===== config.mk =====
export PLATFORM = sky130hd
export DESIGN_NAME = rational_arithmetic_unit_flat
export DESIGN_NICKNAME = d
export VERILOG_FILES = /design/src/rau_pkg.sv /design/src/rau_req_if.sv /design/src/rau_rsp_if.sv /design/src/rational_arithmetic_unit.sv /design/src/flat_wrapper.sv
export SDC_FILE = /design/constraint.sdc
export NUM_CORES = 2
export LEC_CHECK = 0
export ABC_AREA = 1
export BUFFER_PORTS_ARGS = -buffer_cell sky130_fd_sc_hd__buf_2
export CAP_MARGIN = 20
export CORE_MARGIN = 10
export CORE_UTILIZATION = 40
export DETAILED_ROUTE_END_ITERATION = 10
export SLEW_MARGIN = 5
export SYNTH_ARGS = -nofsm -noshare
export SYNTH_HDL_FRONTEND = slang
export SYNTH_SLANG_ARGS = --single-unit
export TNS_END_PERCENT = 1

===== constraint.sdc =====
create_clock -name clock -period 13.7 [get_ports clock]
set_input_delay 2.055 -clock clock [delete_from_list [all_inputs] [get_ports clock]]
set_output_delay 2.055 -clock clock [all_outputs]
set_load 0.05 [all_outputs]

===== src/rau_pkg.sv =====
package rau_pkg;

   localparam int unsigned DataW = 64;
   localparam int unsigned StepW = 6;
   localparam int unsigned PcW   = 6;

   localparam logic [2:0] MODE_ADD = 3'd0;
   localparam logic [2:0] MODE_SUB = 3'd1;
   localparam logic [2:0] MODE_MUL = 3'd2;
   localparam logic [2:0] MODE_DIV = 3'd3;
   localparam logic [2:0] MODE_EQ  = 3'd4;
   localparam logic [2:0] MODE_LT  = 3'd5;

   localparam logic [1:0] ST_OK   = 2'd0;
   localparam logic [1:0] ST_DIV0 = 2'd1;
   localparam logic [1:0] ST_OVF  = 2'd2;

   localparam logic [2:0] R_AN = 3'd0;
   localparam logic [2:0] R_AD = 3'd1;
   localparam logic [2:0] R_BN = 3'd2;
   localparam logic [2:0] R_BD = 3'd3;
   localparam logic [2:0] R_T4 = 3'd4;
   localparam logic [2:0] R_T5 = 3'd5;
   localparam logic [2:0] R_TN = 3'd6;
   localparam logic [2:0] R_TD = 3'd7;

   localparam logic [PcW-1:0] PC_ADDSUB = 6'd0;
   localparam logic [PcW-1:0] PC_MUL    = 6'd12;
   localparam logic [PcW-1:0] PC_DIV    = 6'd24;

   localparam logic [DataW-1:0] SMIN = {1'b1, {(DataW-1){1'b0}}};
   localparam logic [DataW-1:0] SMAX = {1'b0, {(DataW-1){1'b1}}};

   typedef enum logic [2:0] {
      OP_GCD = 3'd0,
      OP_DIV = 3'd1,
      OP_MUL = 3'd2,
      OP_ADD = 3'd3,
      OP_END = 3'd4
   } uop_op_type;

   typedef struct packed {
      uop_op_type op;
      logic [2:0] d;
      logic [2:0] x;
      logic [2:0] y;
   } uop_type;

   function automatic logic [DataW-1:0] mag(input logic [DataW-1:0] v);
      mag = v[DataW-1] ? (~v + 1'b1) : v;
   endfunction

   function automatic uop_type mk(input uop_op_type op, input logic [2:0] d,
                                  input logic [2:0] x, input logic [2:0] y);
      uop_type u;
      u.op = op;
      u.d  = d;
      u.x  = x;
      u.y  = y;
      mk = u;
   endfunction

   function automatic uop_type uop_rom(input logic [PcW-1:0] pc);
      uop_type u;
      unique case (pc)
         6'd0:  u = mk(OP_GCD, R_T4, R_AD, R_BD);
         6'd1:  u = mk(OP_DIV, R_T5, R_BD, R_T4);
         6'd2:  u = mk(OP_MUL, R_TD, R_AD, R_T5);
         6'd3:  u = mk(OP_DIV, R_T5, R_TD, R_AD);
         6'd4:  u = mk(OP_MUL, R_T5, R_AN, R_T5);
         6'd5:  u = mk(OP_DIV, R_T4, R_TD, R_BD);
         6'd6:  u = mk(OP_MUL, R_T4, R_BN, R_T4);
         6'd7:  u = mk(OP_ADD, R_TN, R_T5, R_T4);
         6'd12: u = mk(OP_GCD, R_T4, R_AN, R_BD);
         6'd13: u = mk(OP_GCD, R_T5, R_BN, R_AD);
         6'd14: u = mk(OP_DIV, R_TN, R_AN, R_T4);
         6'd15: u = mk(OP_DIV, R_TD, R_BN, R_T5);
         6'd16: u = mk(OP_MUL, R_TN, R_TN, R_TD);
         6'd17: u = mk(OP_DIV, R_TD, R_AD, R_T5);
         6'd18: u = mk(OP_DIV, R_T5, R_BD, R_T4);
         6'd19: u = mk(OP_MUL, R_TD, R_TD, R_T5);
         6'd24: u = mk(OP_GCD, R_T4, R_AN, R_BN);
         6'd25: u = mk(OP_GCD, R_T5, R_AD, R_BD);
         6'd26: u = mk(OP_DIV, R_TN, R_AN, R_T4);
         6'd27: u = mk(OP_DIV, R_TD, R_BD, R_T5);
         6'd28: u = mk(OP_MUL, R_TN, R_TN, R_TD);
         6'd29: u = mk(OP_DIV, R_TD, R_AD, R_T5);
         6'd30: u = mk(OP_DIV, R_T5, R_BN, R_T4);
         6'd31: u = mk(OP_MUL, R_TD, R_TD, R_T5);
         6'd8, 6'd20, 6'd32:  u = mk(OP_GCD, R_T4, R_TN, R_TD);
         6'd9, 6'd21, 6'd33:  u = mk(OP_DIV, R_TN, R_TN, R_T4);
         6'd10, 6'd22, 6'd34: u = mk(OP_DIV, R_TD, R_TD, R_T4);
         default: u = mk(OP_END, R_TN, R_TN, R_TD);
      endcase
      uop_rom = u;
   endfunction

endpackage


===== src/rau_req_if.sv =====
interface rau_req_if;
   import rau_pkg::*;
   logic                    valid;
   logic                    ready;
   logic [2:0]              mode;
   logic signed [DataW-1:0] a_num;
   logic signed [DataW-1:0] a_den;
   logic signed [DataW-1:0] b_num;
   logic signed [DataW-1:0] b_den;
   modport source (output valid, mode, a_num, a_den, b_num, b_den, input ready);
   modport sink   (input valid, mode, a_num, a_den, b_num, b_den, output ready);
endinterface


===== src/rau_rsp_if.sv =====
interface rau_rsp_if;
   import rau_pkg::*;
   logic                    valid;
   logic                    ready;
   logic signed [DataW-1:0] result_num;
   logic signed [DataW-1:0] result_den;
   logic                    compare_true;
   logic [1:0]              status;
   modport source (output valid, result_num, result_den, compare_true, status, input ready);
   modport sink   (input valid, result_num, result_den, compare_true, status, output ready);
endinterface


===== src/rational_arithmetic_unit.sv =====
// Sequence: compare modes are decided when the word is taken; arithmetic modes
// first load the operands, then run each divide, multiply and Euclid remainder
// step on the shared bit-serial divider and multiplier.
// Throughput: one word at a time; the next word is taken once the result is queued.
// Reset: synchronous, active high; clears the sequencer state and the output valid, not the
// operand register file.
module rational_arithmetic_unit (
   input logic clock,
   input logic reset,
   rau_req_if.sink   req,
   rau_rsp_if.source rsp
);
   import rau_pkg::*;

   typedef enum logic [10:0] {
      S_IDLE  = 11'b00000000001,
      S_LOAD  = 11'b00000000010,
      S_FETCH = 11'b00000000100,
      S_EXEC  = 11'b00000001000,
      S_GCHK  = 11'b00000010000,
      S_DRUN  = 11'b00000100000,
      S_DFIN  = 11'b00001000000,
      S_MRUN  = 11'b00010000000,
      S_MFIN  = 11'b00100000000,
      S_WRITE = 11'b01000000000,
      S_DONE  = 11'b10000000000
   } state_type;

   state_type               state_ff, state_in;
   logic [PcW-1:0]          pc_ff, pc_in;
   logic [1:0]              ld_cnt_ff, ld_cnt_in;
   logic [StepW-1:0]        step_ff, step_in;
   logic [2:0]              mode_ff, mode_in;
   logic [DataW-1:0]        opnd_ff [4];
   logic [DataW-1:0]        rd_x_ff, rd_x_in, rd_y_ff, rd_y_in;
   logic [DataW-1:0]        res_ff, res_in;
   logic [1:0]              st_ff, st_in;
   logic                    cmp_ff, cmp_in;
   logic [DataW-1:0]        dv_ff, dv_in, quo_ff, quo_in, rem_ff, rem_in;
   logic [DataW-1:0]        mc_ff, mc_in;
   logic [2*DataW-1:0]      prod_ff, prod_in;
   logic                    rsp_valid_ff, rsp_valid_in;
   logic [DataW-1:0]        rsp_num_ff, rsp_num_in, rsp_den_ff, rsp_den_in;
   logic                    rsp_cmp_ff, rsp_cmp_in;
   logic [1:0]              rsp_st_ff, rsp_st_in;
   logic [DataW-1:0]        rf_mem [8];

   uop_type                 uop;
   logic                    accept;
   logic                    rf_we;
   logic [2:0]              rf_wa;
   logic [DataW-1:0]        rf_wd;
   logic [DataW:0]          rem_sh;
   logic                    ge;
   logic [DataW:0]          madd;
   logic [DataW-1:0]        sum;
   logic [DataW-1:0]        lim;
   logic                    neg, sub, yneg, ovf;

   assign uop       = uop_rom(pc_ff);
   assign req.ready = (state_ff == S_IDLE);
   assign accept    = req.valid && req.ready;

   assign rsp.valid        = rsp_valid_ff;
   assign rsp.result_num   = rsp_num_ff;
   assign rsp.result_den   = rsp_den_ff;
   assign rsp.compare_true = rsp_cmp_ff;
   assign rsp.status       = rsp_st_ff;

   assign rem_sh = {rem_ff, quo_ff[DataW-1]};
   assign ge     = rem_sh >= {1'b0, dv_ff};
   assign madd   = {1'b0, prod_ff[2*DataW-1:DataW]} + (prod_ff[0] ? {1'b0, mc_ff} : '0);

   always_comb begin
      sub  = (mode_ff == MODE_SUB);
      sum  = sub ? (rd_x_ff - rd_y_ff) : (rd_x_ff + rd_y_ff);
      yneg = sub ? (!rd_y_ff[DataW-1] && rd_y_ff != '0) : rd_y_ff[DataW-1];
      if (sub && rd_y_ff == SMIN) begin
         ovf = !rd_x_ff[DataW-1];
      end else begin
         ovf = (rd_x_ff[DataW-1] == yneg) && (sum[DataW-1] != rd_x_ff[DataW-1]);
      end
      neg = rd_x_ff[DataW-1] ^ rd_y_ff[DataW-1];
      lim = neg ? SMIN : SMAX;
   end

   always_comb begin
      state_in     = state_ff;
      pc_in        = pc_ff;
      ld_cnt_in    = ld_cnt_ff;
      step_in      = step_ff;
      mode_in      = mode_ff;
      rd_x_in      = rd_x_ff;
      rd_y_in      = rd_y_ff;
      res_in       = res_ff;
      st_in        = st_ff;
      cmp_in       = cmp_ff;
      dv_in        = dv_ff;
      quo_in       = quo_ff;
      rem_in       = rem_ff;
      mc_in        = mc_ff;
      prod_in      = prod_ff;
      rsp_valid_in = rsp_valid_ff && !rsp.ready;
      rsp_num_in   = rsp_num_ff;
      rsp_den_in   = rsp_den_ff;
      rsp_cmp_in   = rsp_cmp_ff;
      rsp_st_in    = rsp_st_ff;
      rf_we        = 1'b0;
      rf_wa        = uop.d;
      rf_wd        = res_ff;

      unique case (state_ff)
         S_IDLE: begin
            if (accept) begin
               mode_in   = req.mode;
               st_in     = ST_OK;
               ld_cnt_in = '0;
               rd_x_in   = '0;
               rd_y_in   = '0;
               cmp_in    = 1'b0;
               priority case (req.mode)
                  MODE_ADD, MODE_SUB: begin
                     pc_in    = PC_ADDSUB;
                     state_in = S_LOAD;
                  end
                  MODE_MUL: begin
                     pc_in    = PC_MUL;
                     state_in = S_LOAD;
                  end
                  MODE_DIV: begin
                     pc_in    = PC_DIV;
                     state_in = S_LOAD;
                  end
                  MODE_EQ: begin
                     cmp_in   = (req.a_num == req.b_num) && (req.a_den == req.b_den);
                     state_in = S_DONE;
                  end
                  MODE_LT: begin
                     cmp_in   = (req.a_num == req.b_num) ? (req.a_den < req.b_den)
                                                         : (req.a_num < req.b_num);
                     state_in = S_DONE;
                  end
                  default: state_in = S_DONE;
               endcase
            end
         end
         S_LOAD: begin
            rf_we     = 1'b1;
            rf_wa     = {1'b0, ld_cnt_ff};
            rf_wd     = opnd_ff[ld_cnt_ff];
            ld_cnt_in = ld_cnt_ff + 2'd1;
            if (ld_cnt_ff == 2'd3) begin
               state_in = S_FETCH;
            end
         end
         S_FETCH: state_in = S_EXEC;
         S_EXEC: begin
            unique case (uop.op)
               OP_GCD: state_in = S_GCHK;
               OP_DIV: begin
                  if (rd_y_ff == '0) begin
                     if (st_ff == ST_OK) st_in = ST_DIV0;
                     res_in   = '0;
                     state_in = S_WRITE;
                  end else begin
                     dv_in    = mag(rd_y_ff);
                     quo_in   = mag(rd_x_ff);
                     rem_in   = '0;
                     step_in  = '0;
                     state_in = S_DRUN;
                  end
               end
               OP_MUL: begin
                  mc_in    = mag(rd_x_ff);
                  prod_in  = {{DataW{1'b0}}, mag(rd_y_ff)};
                  step_in  = '0;
                  state_in = S_MRUN;
               end
               OP_ADD: begin
                  res_in = sum;
                  if (ovf && st_ff == ST_OK) st_in = ST_OVF;
                  state_in = S_WRITE;
               end
               OP_END: state_in = S_DONE;
               default: state_in = S_DONE;
            endcase
         end
         S_GCHK: begin
            if (rd_y_ff == '0) begin
               res_in   = rd_x_ff;
               state_in = S_WRITE;
            end else begin
               dv_in    = mag(rd_y_ff);
               quo_in   = mag(rd_x_ff);
               rem_in   = '0;
               step_in  = '0;
               state_in = S_DRUN;
            end
         end
         S_DRUN: begin
            rem_in  = ge ? (rem_sh[DataW-1:0] - dv_ff) : rem_sh[DataW-1:0];
            quo_in  = {quo_ff[DataW-2:0], ge};
            step_in = step_ff + 1'b1;
            if (step_ff == '1) begin
               state_in = S_DFIN;
            end
         end
         S_DFIN: begin
            if (uop.op == OP_GCD) begin
               rd_x_in  = rd_y_ff;
               rd_y_in  = rd_x_ff[DataW-1] ? (~rem_ff + 1'b1) : rem_ff;
               state_in = S_GCHK;
            end else begin
               res_in = neg ? (~quo_ff + 1'b1) : quo_ff;
               if (rd_x_ff == SMIN && rd_y_ff == '1 && st_ff == ST_OK) st_in = ST_OVF;
               state_in = S_WRITE;
            end
         end
         S_MRUN: begin
            prod_in = {madd, prod_ff[DataW-1:1]};
            step_in = step_ff + 1'b1;
            if (step_ff == '1) begin
               state_in = S_MFIN;
            end
         end
         S_MFIN: begin
            res_in = neg ? (~prod_ff[DataW-1:0] + 1'b1) : prod_ff[DataW-1:0];
            if (mc_ff != '0 && (prod_ff[2*DataW-1:DataW] != '0 || prod_ff[DataW-1:0] > lim)
                && st_ff == ST_OK) begin
               st_in = ST_OVF;
            end
            state_in = S_WRITE;
         end
         S_WRITE: begin
            rf_we    = 1'b1;
            pc_in    = pc_ff + 1'b1;
            state_in = S_FETCH;
         end
         S_DONE: begin
            if (!rsp_valid_ff || rsp.ready) begin
               rsp_valid_in = 1'b1;
               rsp_num_in   = (st_ff != ST_OK) ? '0 : rd_x_ff;
               rsp_den_in   = (st_ff != ST_OK) ? '0 : rd_y_ff;
               rsp_cmp_in   = cmp_ff;
               rsp_st_in    = st_ff;
               state_in     = S_IDLE;
            end
         end
         default: state_in = S_IDLE;
      endcase
   end

   always_ff @(posedge clock) begin
      if (rf_we) begin
         rf_mem[rf_wa] <= rf_wd;
      end
   end

   always_ff @(posedge clock) begin
      if (state_ff == S_FETCH) begin
         rd_x_ff <= rf_mem[uop.x];
         rd_y_ff <= rf_mem[uop.y];
      end else begin
         rd_x_ff <= rd_x_in;
         rd_y_ff <= rd_y_in;
      end
   end

   always_ff @(posedge clock) begin
      if (accept) begin
         opnd_ff[0] <= req.a_num;
         opnd_ff[1] <= req.a_den;
         opnd_ff[2] <= req.b_num;
         opnd_ff[3] <= req.b_den;
      end
      pc_ff      <= pc_in;
      ld_cnt_ff  <= ld_cnt_in;
      step_ff    <= step_in;
      mode_ff    <= mode_in;
      res_ff     <= res_in;
      st_ff      <= st_in;
      cmp_ff     <= cmp_in;
      dv_ff      <= dv_in;
      quo_ff     <= quo_in;
      rem_ff     <= rem_in;
      mc_ff      <= mc_in;
      prod_ff    <= prod_in;
      rsp_num_ff <= rsp_num_in;
      rsp_den_ff <= rsp_den_in;
      rsp_cmp_ff <= rsp_cmp_in;
      rsp_st_ff  <= rsp_st_in;
   end

   always_ff @(posedge clock) begin
      if (reset) begin
         state_ff     <= S_IDLE;
         rsp_valid_ff <= 1'b0;
      end else begin
         state_ff     <= state_in;
         rsp_valid_ff <= rsp_valid_in;
      end
   end

   a_fault_zero: assert property (@(posedge clock) disable iff (reset)
      rsp_valid_ff && rsp_st_ff != ST_OK |-> rsp_num_ff == '0 && rsp_den_ff == '0)
      else $error("faulted word carries a nonzero fraction");

   a_cmp_clean: assert property (@(posedge clock) disable iff (reset)
      rsp_valid_ff && rsp_cmp_ff |-> rsp_st_ff == ST_OK && rsp_num_ff == '0)
      else $error("compare word carries arithmetic data");

   a_busy_after_accept: assert property (@(posedge clock) disable iff (reset)
      accept |=> state_ff != S_IDLE)
      else $error("sequencer idle right after taking a word");

   a_div_runs: assert property (@(posedge clock) disable iff (reset)
      state_ff == S_DRUN && step_ff != '1 |=> state_ff == S_DRUN)
      else $error("divider left its run early");

   a_load_order: assert property (@(posedge clock) disable iff (reset)
      state_ff == S_LOAD && ld_cnt_ff != 2'd3 |=> state_ff == S_LOAD)
      else $error("operand load cut short");

endmodule

===== src/flat_wrapper.sv =====
// flat-port wrapper written by rule: the top's interface ports become plain ports
module rational_arithmetic_unit_flat import rau_pkg::*;
  (clock, reset, req_valid, req_mode, req_a_num, req_a_den, req_b_num, req_b_den, req_ready, rsp_valid, rsp_result_num, rsp_result_den, rsp_compare_true, rsp_status, rsp_ready);
  rau_req_if req_i ();
  rau_rsp_if rsp_i ();
  input logic clock;
  input logic reset;
  input wire logic [$bits(req_i.valid)-1:0] req_valid;
  input wire logic [$bits(req_i.mode)-1:0] req_mode;
  input wire logic [$bits(req_i.a_num)-1:0] req_a_num;
  input wire logic [$bits(req_i.a_den)-1:0] req_a_den;
  input wire logic [$bits(req_i.b_num)-1:0] req_b_num;
  input wire logic [$bits(req_i.b_den)-1:0] req_b_den;
  output wire logic [$bits(req_i.ready)-1:0] req_ready;
  output wire logic [$bits(rsp_i.valid)-1:0] rsp_valid;
  output wire logic [$bits(rsp_i.result_num)-1:0] rsp_result_num;
  output wire logic [$bits(rsp_i.result_den)-1:0] rsp_result_den;
  output wire logic [$bits(rsp_i.compare_true)-1:0] rsp_compare_true;
  output wire logic [$bits(rsp_i.status)-1:0] rsp_status;
  input wire logic [$bits(rsp_i.ready)-1:0] rsp_ready;
  assign req_i.valid = req_valid;
  assign req_i.mode = req_mode;
  assign req_i.a_num = req_a_num;
  assign req_i.a_den = req_a_den;
  assign req_i.b_num = req_b_num;
  assign req_i.b_den = req_b_den;
  assign req_ready = req_i.ready;
  assign rsp_valid = rsp_i.valid;
  assign rsp_result_num = rsp_i.result_num;
  assign rsp_result_den = rsp_i.result_den;
  assign rsp_compare_true = rsp_i.compare_true;
  assign rsp_status = rsp_i.status;
  assign rsp_i.ready = rsp_ready;
  rational_arithmetic_unit u_core (.clock(clock), .reset(reset), .req(req_i), .rsp(rsp_i));
endmodule

[Word-level counts from Yosys, hierarchy flattened]
Memories as Yosys holds them, arrays and structs flattened. A register that Yosys moved wholly into a read port is not among the register bits.
Index checks and enable logic that the tools add are counted.
Storage, ports and cells
  bits in registers: 739
  bits in writable memories: 768
  ROM bits: 704
  input bits: 263
  output and inout port bits: 133
  word-level logic and storage cells: 217
  memories kept: 3
Operators by class
  $add $sub $neg: 12
  order comparisons: 4
  equality and inequality tests: 48
  muxes and demuxes: 73
  bitwise logic cells: 6
  reduce and logical (&&, ||, !) cells: 51
Memory list
  (no name shown): words 64, width 11, read ports 1, clocked after memory_dff 1, write ports 0, RTL line rau_pkg.sv:65  | unique case (pc)
  u_core.rf_mem: words 8, width 64, read ports 2, clocked after memory_dff 0, write ports 1, RTL line rational_arithmetic_unit.sv:46  | logic [DataW-1:0] rf_mem [8];
  u_core.opnd_ff: words 4, width 64, read ports 1, clocked after memory_dff 1, write ports 4, RTL line rational_arithmetic_unit.sv:34  | logic [DataW-1:0] opnd_ff [4];
Operators by type and width (count)
  64-bit 2-to-1 mux: 24
  64-bit one-hot mux with 2 select lines: 4
  64-bit one-hot mux with 3 select lines: 2
  64-bit by 1-bit adder with 64-bit output (second input constant): 5
  64-bit inverter: 5
  128-bit one-hot mux with 2 select lines: 1
  64-bit one-hot mux with 4 select lines: 1
  64-bit equality test (second input constant): 3
  64-bit nonzero test: 3
  64-bit equality test: 2
  64-bit less-than comparator: 2
  128-bit 2-to-1 mux: 1
  64-bit subtractor: 2
  11-bit one-hot mux with 11 select lines: 1
  11-bit 2-to-1 mux: 6
  64-bit by 65-bit adder with 65-bit output: 1
  65-bit by 64-bit greater-or-equal comparator with 1-bit output: 1
  64-bit adder: 1
  64-bit greater-than comparator: 1
  64-bit zero test: 1
  11-bit one-hot mux with 4 select lines: 1
  6-bit one-hot mux with 3 select lines: 2
  6-bit one-hot mux with 2 select lines: 2
  10-bit 2-to-1 mux: 2
  other kinds (48): 120

[Longest topological paths before layout]
  depth after elaboration: 10
  gate-level depth with buffers: 32
  depth with buffers taken out: 32

[Worst setup path after synthesis]
Ideal clock, no wire load.
  path type: input -> register
  start: input req_valid
  end: register u_core.cmp_ff (enable)
  library setup time: 0.887 ns
  arrival time: 12.774 ns
  data required time: 12.813 ns
  setup slack: 0.039 ns
  stages on the path: 2
  cells stage by stage: inv_1 -> nor2_1
On the way
  longest elaborated chain between the ends: 2
RTL lines
  start, declared: RTL line flat_wrapper.sv:8  | input wire logic [$bits(req_i.valid)-1:0] req_valid;
  1-bit logical AND: RTL line rational_arithmetic_unit.sv:62  | assign accept = req.valid && req.ready;
  named net u_core.accept: RTL line rational_arithmetic_unit.sv:49  | logic accept;
  2-bit AND reduction (no line)
  end signal, assigned: RTL line rational_arithmetic_unit.sv:282  | cmp_ff <= cmp_in;
  end, declared: RTL line rational_arithmetic_unit.sv:38  | logic cmp_ff, cmp_in;
The timed path passes the listed nets, and every way through them passes these cells.
A chain may end at the register's enable or synchronous reset.

[Worst setup path after layout]
  start: register u_core.rd_y_ff[34]
  end: register u_core.res_ff[61] (data pin)
On the way
  longest elaborated chain between the ends: 4
  elaborated cells on any way between the ends: 5
  those cells by class: add/sub (2); mux (3)
RTL lines
  start, declared: RTL line rational_arithmetic_unit.sv:35  | logic [DataW-1:0] rd_x_ff, rd_x_in, rd_y_ff, rd_y_in;
  start signal, assigned: RTL line rational_arithmetic_unit.sv:262  | rd_y_ff <= rf_mem[uop.y];
  start signal, assigned: RTL line rational_arithmetic_unit.sv:265  | rd_y_ff <= rd_y_in;
  64-bit adder or 64-bit subtractor (tied branches): RTL line rational_arithmetic_unit.sv:76  | sum = sub ? (rd_x_ff - rd_y_ff) : (rd_x_ff + rd_y_ff);
  64-bit 2-to-1 mux (*): RTL line rational_arithmetic_unit.sv:76
  64-bit one-hot mux with 2 select lines (*): RTL line rational_arithmetic_unit.sv:158  | unique case (uop.op)
  64-bit one-hot mux with 4 select lines (*): RTL line rational_arithmetic_unit.sv:112  | unique case (state_ff)
  named net u_core.res_in[61]: RTL line rational_arithmetic_unit.sv:36  | logic [DataW-1:0] res_ff, res_in;
  end signal, assigned: RTL line rational_arithmetic_unit.sv:280  | res_ff <= res_in;
  end, declared: RTL line rational_arithmetic_unit.sv:36
Mark *: on every way through the listed nets, which the timed path passes. The rest lies on a longest branch.

==> out/summary.txt <==
Synth unique cells - 66
Die Height - 506 um
Ys async rst share - 0
Syn Area/Cell - 8.25 um^2
Worst Path Required - 14.30 ns
Rows - 178
Post-CTS sizing - 0
Setup violations, final - 0
Most used DFF post-synth - edfxtp_1
Setup Crit Path Kind - flip-flop to flip-flop
Number of global-route vias before repair - 83418
Number of synthesized flops with an enable pin - 1495
Post-CTS Setup Bufs - 0
Total track usage - 0.344
Most frequent cells in the layout - 2001 x nand2_1, 1495 x edfxtp_1, 1430 x nor2_1, 1414 x inv_1, 1193 x o21ai_0
Drt drc - 0
CP Capture Type - flip-flop
Routed length per placed instance - 30.6 um
RSZ-0062 raised after global routing - false
Effective utilization at floorplan - 0.402
Most common cell after layout, fill and taps aside - nand2_1
Buffers on Ports - 395
CTS clk-pin slew, worst paths - 0.07 ns
Std-Cell Core Area - 235000 um^2
Family with the most delay on the worst path - simple AND/OR/NAND/NOR gates
Post-Route WL - 462 mm
Drt initial violations - 12541
Nets@finish - 12446
P_leak - 42.4 nW
Clk buf depth - 3
Cell area power density - 201 nW/um^2
Final instance area - 107000 um^2
CTS H-tree lvls - 4
Crit path arrival time - 6.43 ns
Status - finished clean
Part of the Yosys area used for sequential elements - 0.480
Tightest Pin Transition - 1.35 ns
Yosys warnings - 0
Placed inst area - 100000 um^2
CP max FO - 5
Mapped Cells - 11474
Area Growth Syn to Fin - 12.6%
Synth Net Count - 12140
Worst Hold Class - flip-flop to flip-flop
Post-Syn Area - 94600 um^2
Slew margin rel. - 0.0975
CTS Hold Bufs - 0
Via count - 89544
Global-route wire length before repair - 635 mm
Clk root buf - clkbuf_16
Worst-path cell chain - inv_1, nand2_1, inv_1, nand3_1, nor3_1, nand4_1, nor2_1, nand2_1, xor2_1, nand2_1, o21ai_0, ha_1, nand2_1, nor2_1, nand4_1, nor3_1, nand3_1, nand2_1, nand2_1, nand3_1, nand2_1
CP Buf/Inv Count - 2
CP max-delay cell - nor3_1
Pin count of the biggest net entering global routing - 233
Die X - 506 um
Most used cell, CP - nand2_1
Setup TNS - 0 ns
Clock latency on the worst-skew pair - 0.90 ns
Flops & latches, synth - 1520
Post-DP HPWL - 366 mm
Pre-antenna DRT Iters - 7
ANT nets after route - 0
CTS buffer count - 176
Final GP Congestion - 1.07
Final worst-path cycle share - 0.426
Antenna violations before repair - 63
CTS tree - built
CP Launch Type - flip-flop
Max IR drop VDD - 0.000182 V
F_max - 0.171 GHz
Share of layout cells above drive strength 1 - 0.0848
Clk sinks - 1520
I/O pin cnt - 396
Vias per cell - 5.93
Final hold viol count - 0
CP max stage delay - 0.65 ns
Max Slew Vio Count - 0
# Max-Cap Violations - 0
Total congestion overflow - 0
Tmin final - 5.83 ns
Die ar. - 256000 um^2
Setup Skew - 0.0625 ns
[layer usage]
layer | vias to the layer above | part of all wire | routed length (um) | track usage
met2 | 5240 | 0.43 | 198000 | 0.521
met1 | 43046 | 0.40 | 185000 | 0.455
met3 | 925 | 0.11 | 49400 | 0.0837
met4 | 36 | 0.064 | 29500 | 0.181
li1 | 40297 | - | - | -
met5 | - | 0.00052 | 239 | 0
[worst reg2reg max path, cell delays in order (launching register included)]
cell,delay (ns)
edfxtp_1,0.52
inv_1,0.44
nand2_1,0.19
inv_1,0.14
nand3_1,0.12
nor3_1,0.29
nand4_1,0.23
nor2_1,0.27
nand2_1,0.19
xor2_1,0.19
nand2_1,0.07
o21ai_0,0.33
ha_1,0.53
nand2_1,0.10
nor2_1,0.33
nand4_1,0.25
nor3_1,0.65
nand3_1,0.40
nand2_1,0.15
nand2_1,0.05
nand3_1,0.07
nand2_1,0.06
[final timing paths]
path	to	slack (ns)	cells after the start	startpoint
worst max-delay path	u_core.res_ff[61]$_DFFE_PP_	7.87	21	u_core.rd_y_ff[34]$_DFFE_PP_
worst min-delay path	u_core.state_ff[5]$_SDFFE_PP0P_	0.53	2	u_core.state_ff[5]$_SDFFE_PP0P_
worst max register to register	u_core.res_ff[61]$_DFFE_PP_	7.87	21	u_core.rd_y_ff[34]$_DFFE_PP_
worst min register to register	u_core.state_ff[5]$_SDFFE_PP0P_	0.53	2	u_core.state_ff[5]$_SDFFE_PP0P_
[per-stage QoR]
stage	hold slack (ns)	utilization	setup slack, ns	cells	power (mW)
final	0.525	0.453	7.87	15098	21.4
after global routing	0.552	0.453	7.71	15081	22.2
after CTS	0.517	0.452	7.94	15061	21.0
after detailed placement	0.508	0.426	7.93	14735	16.0
after global placement	0.494	0.425	7.92	14715	16.0
after floorplan	0.400	-	0.0391	11474	12.0
[logic make-up (layout without fill, tap and decap cells)]
| kind of cell | Yosys count | count (layout) | share of synthesized area |
|---|---|---|---|
| fa+ha+maj | 403 | 403 | 0.0535 |
| flops | 1520 | 1520 | 0.480 |
| xor+xnor | 191 | 191 | 0.0177 |
| buf+inv | 1896 | 2350 | 0.0761 |
| other cells | 0 | 20 | 0 |
| compound gates | 2790 | 2790 | 0.164 |
| simple gates | 4674 | 4674 | 0.209 |
[where the power goes]
group | internal, mW | switching, mW
combinational | 2.28 | 7.20
clock | 2.82 | 2.15
sequential | 6.08 | 0.853
total | 11.2 | 10.2
[cell usage after synthesis, types with 8 or more instances]
cell       count  area [um^2]
o31ai_1       13         97.6
clkbuf_1     367         1380
a31oi_1      114          713
o22ai_1       11         68.8
buf_2         24          120
buf_1         50          188
and3_1         8         50.1
o21a_1        44          330
nor3b_1       11         82.6
a21oi_1      944         4720
nand4_1      202         1260
o21ai_1       45          225
nand3b_1      29          218
o21bai_1      40          300
dfxtp_1       25          500
inv_2         15         56.3
nor4_1        82          513
nor2_2        17          106
a32oi_1        8         70.1
edfxtp_1    1495        44900
a21boi_0      23          173
inv_1       1423         5340
a211oi_1      12         90.1
or2_2         40          250
xor2_1       174         1520
xnor2_1       17          149
o2111ai_1     17          149
nand2_1     2009         7540
nor3_1       252         1260
ha_1         400         5000
o32ai_1       62          543
nor2_1      1438         5400
a32o_1        17          170
o211ai_1     174         1310
o21ai_0     1198         6000
a21o_1        37          278
nand3_1      549         2750
[cell type report]
cell class	count	area [um^2]
fill	23327	129000
sequential	1520	45400
multi-input combinational	8058	42200
inverter	1445	5440
clock buffer	204	4560
tap	3150	3940
timing repair buffer	579	3480
clock inverter	122	1470
antenna	20	50.0
[registers in the layout, summed over array words and instances, names as in the netlist, 3 cells and up, named ones only]
name	flops
u_core.rem_ff	64
u_core.pc_ff	6
u_core.rsp.result_num	64
u_core.rd_x_ff	64
u_core.opnd_ff	256
u_core.rd_y_ff	64
u_core.prod_ff	128
u_core.dv_ff	64
u_core.quo_ff	64
u_core.mode_ff	3
u_core.rsp.result_den	64
u_core.step_ff	6
u_core.uop	11
u_core.res_ff	64
u_core.rf_mem	512
u_core.mc_ff	64
u_core.state_ff	11
(Power assumes the default switching activity.)
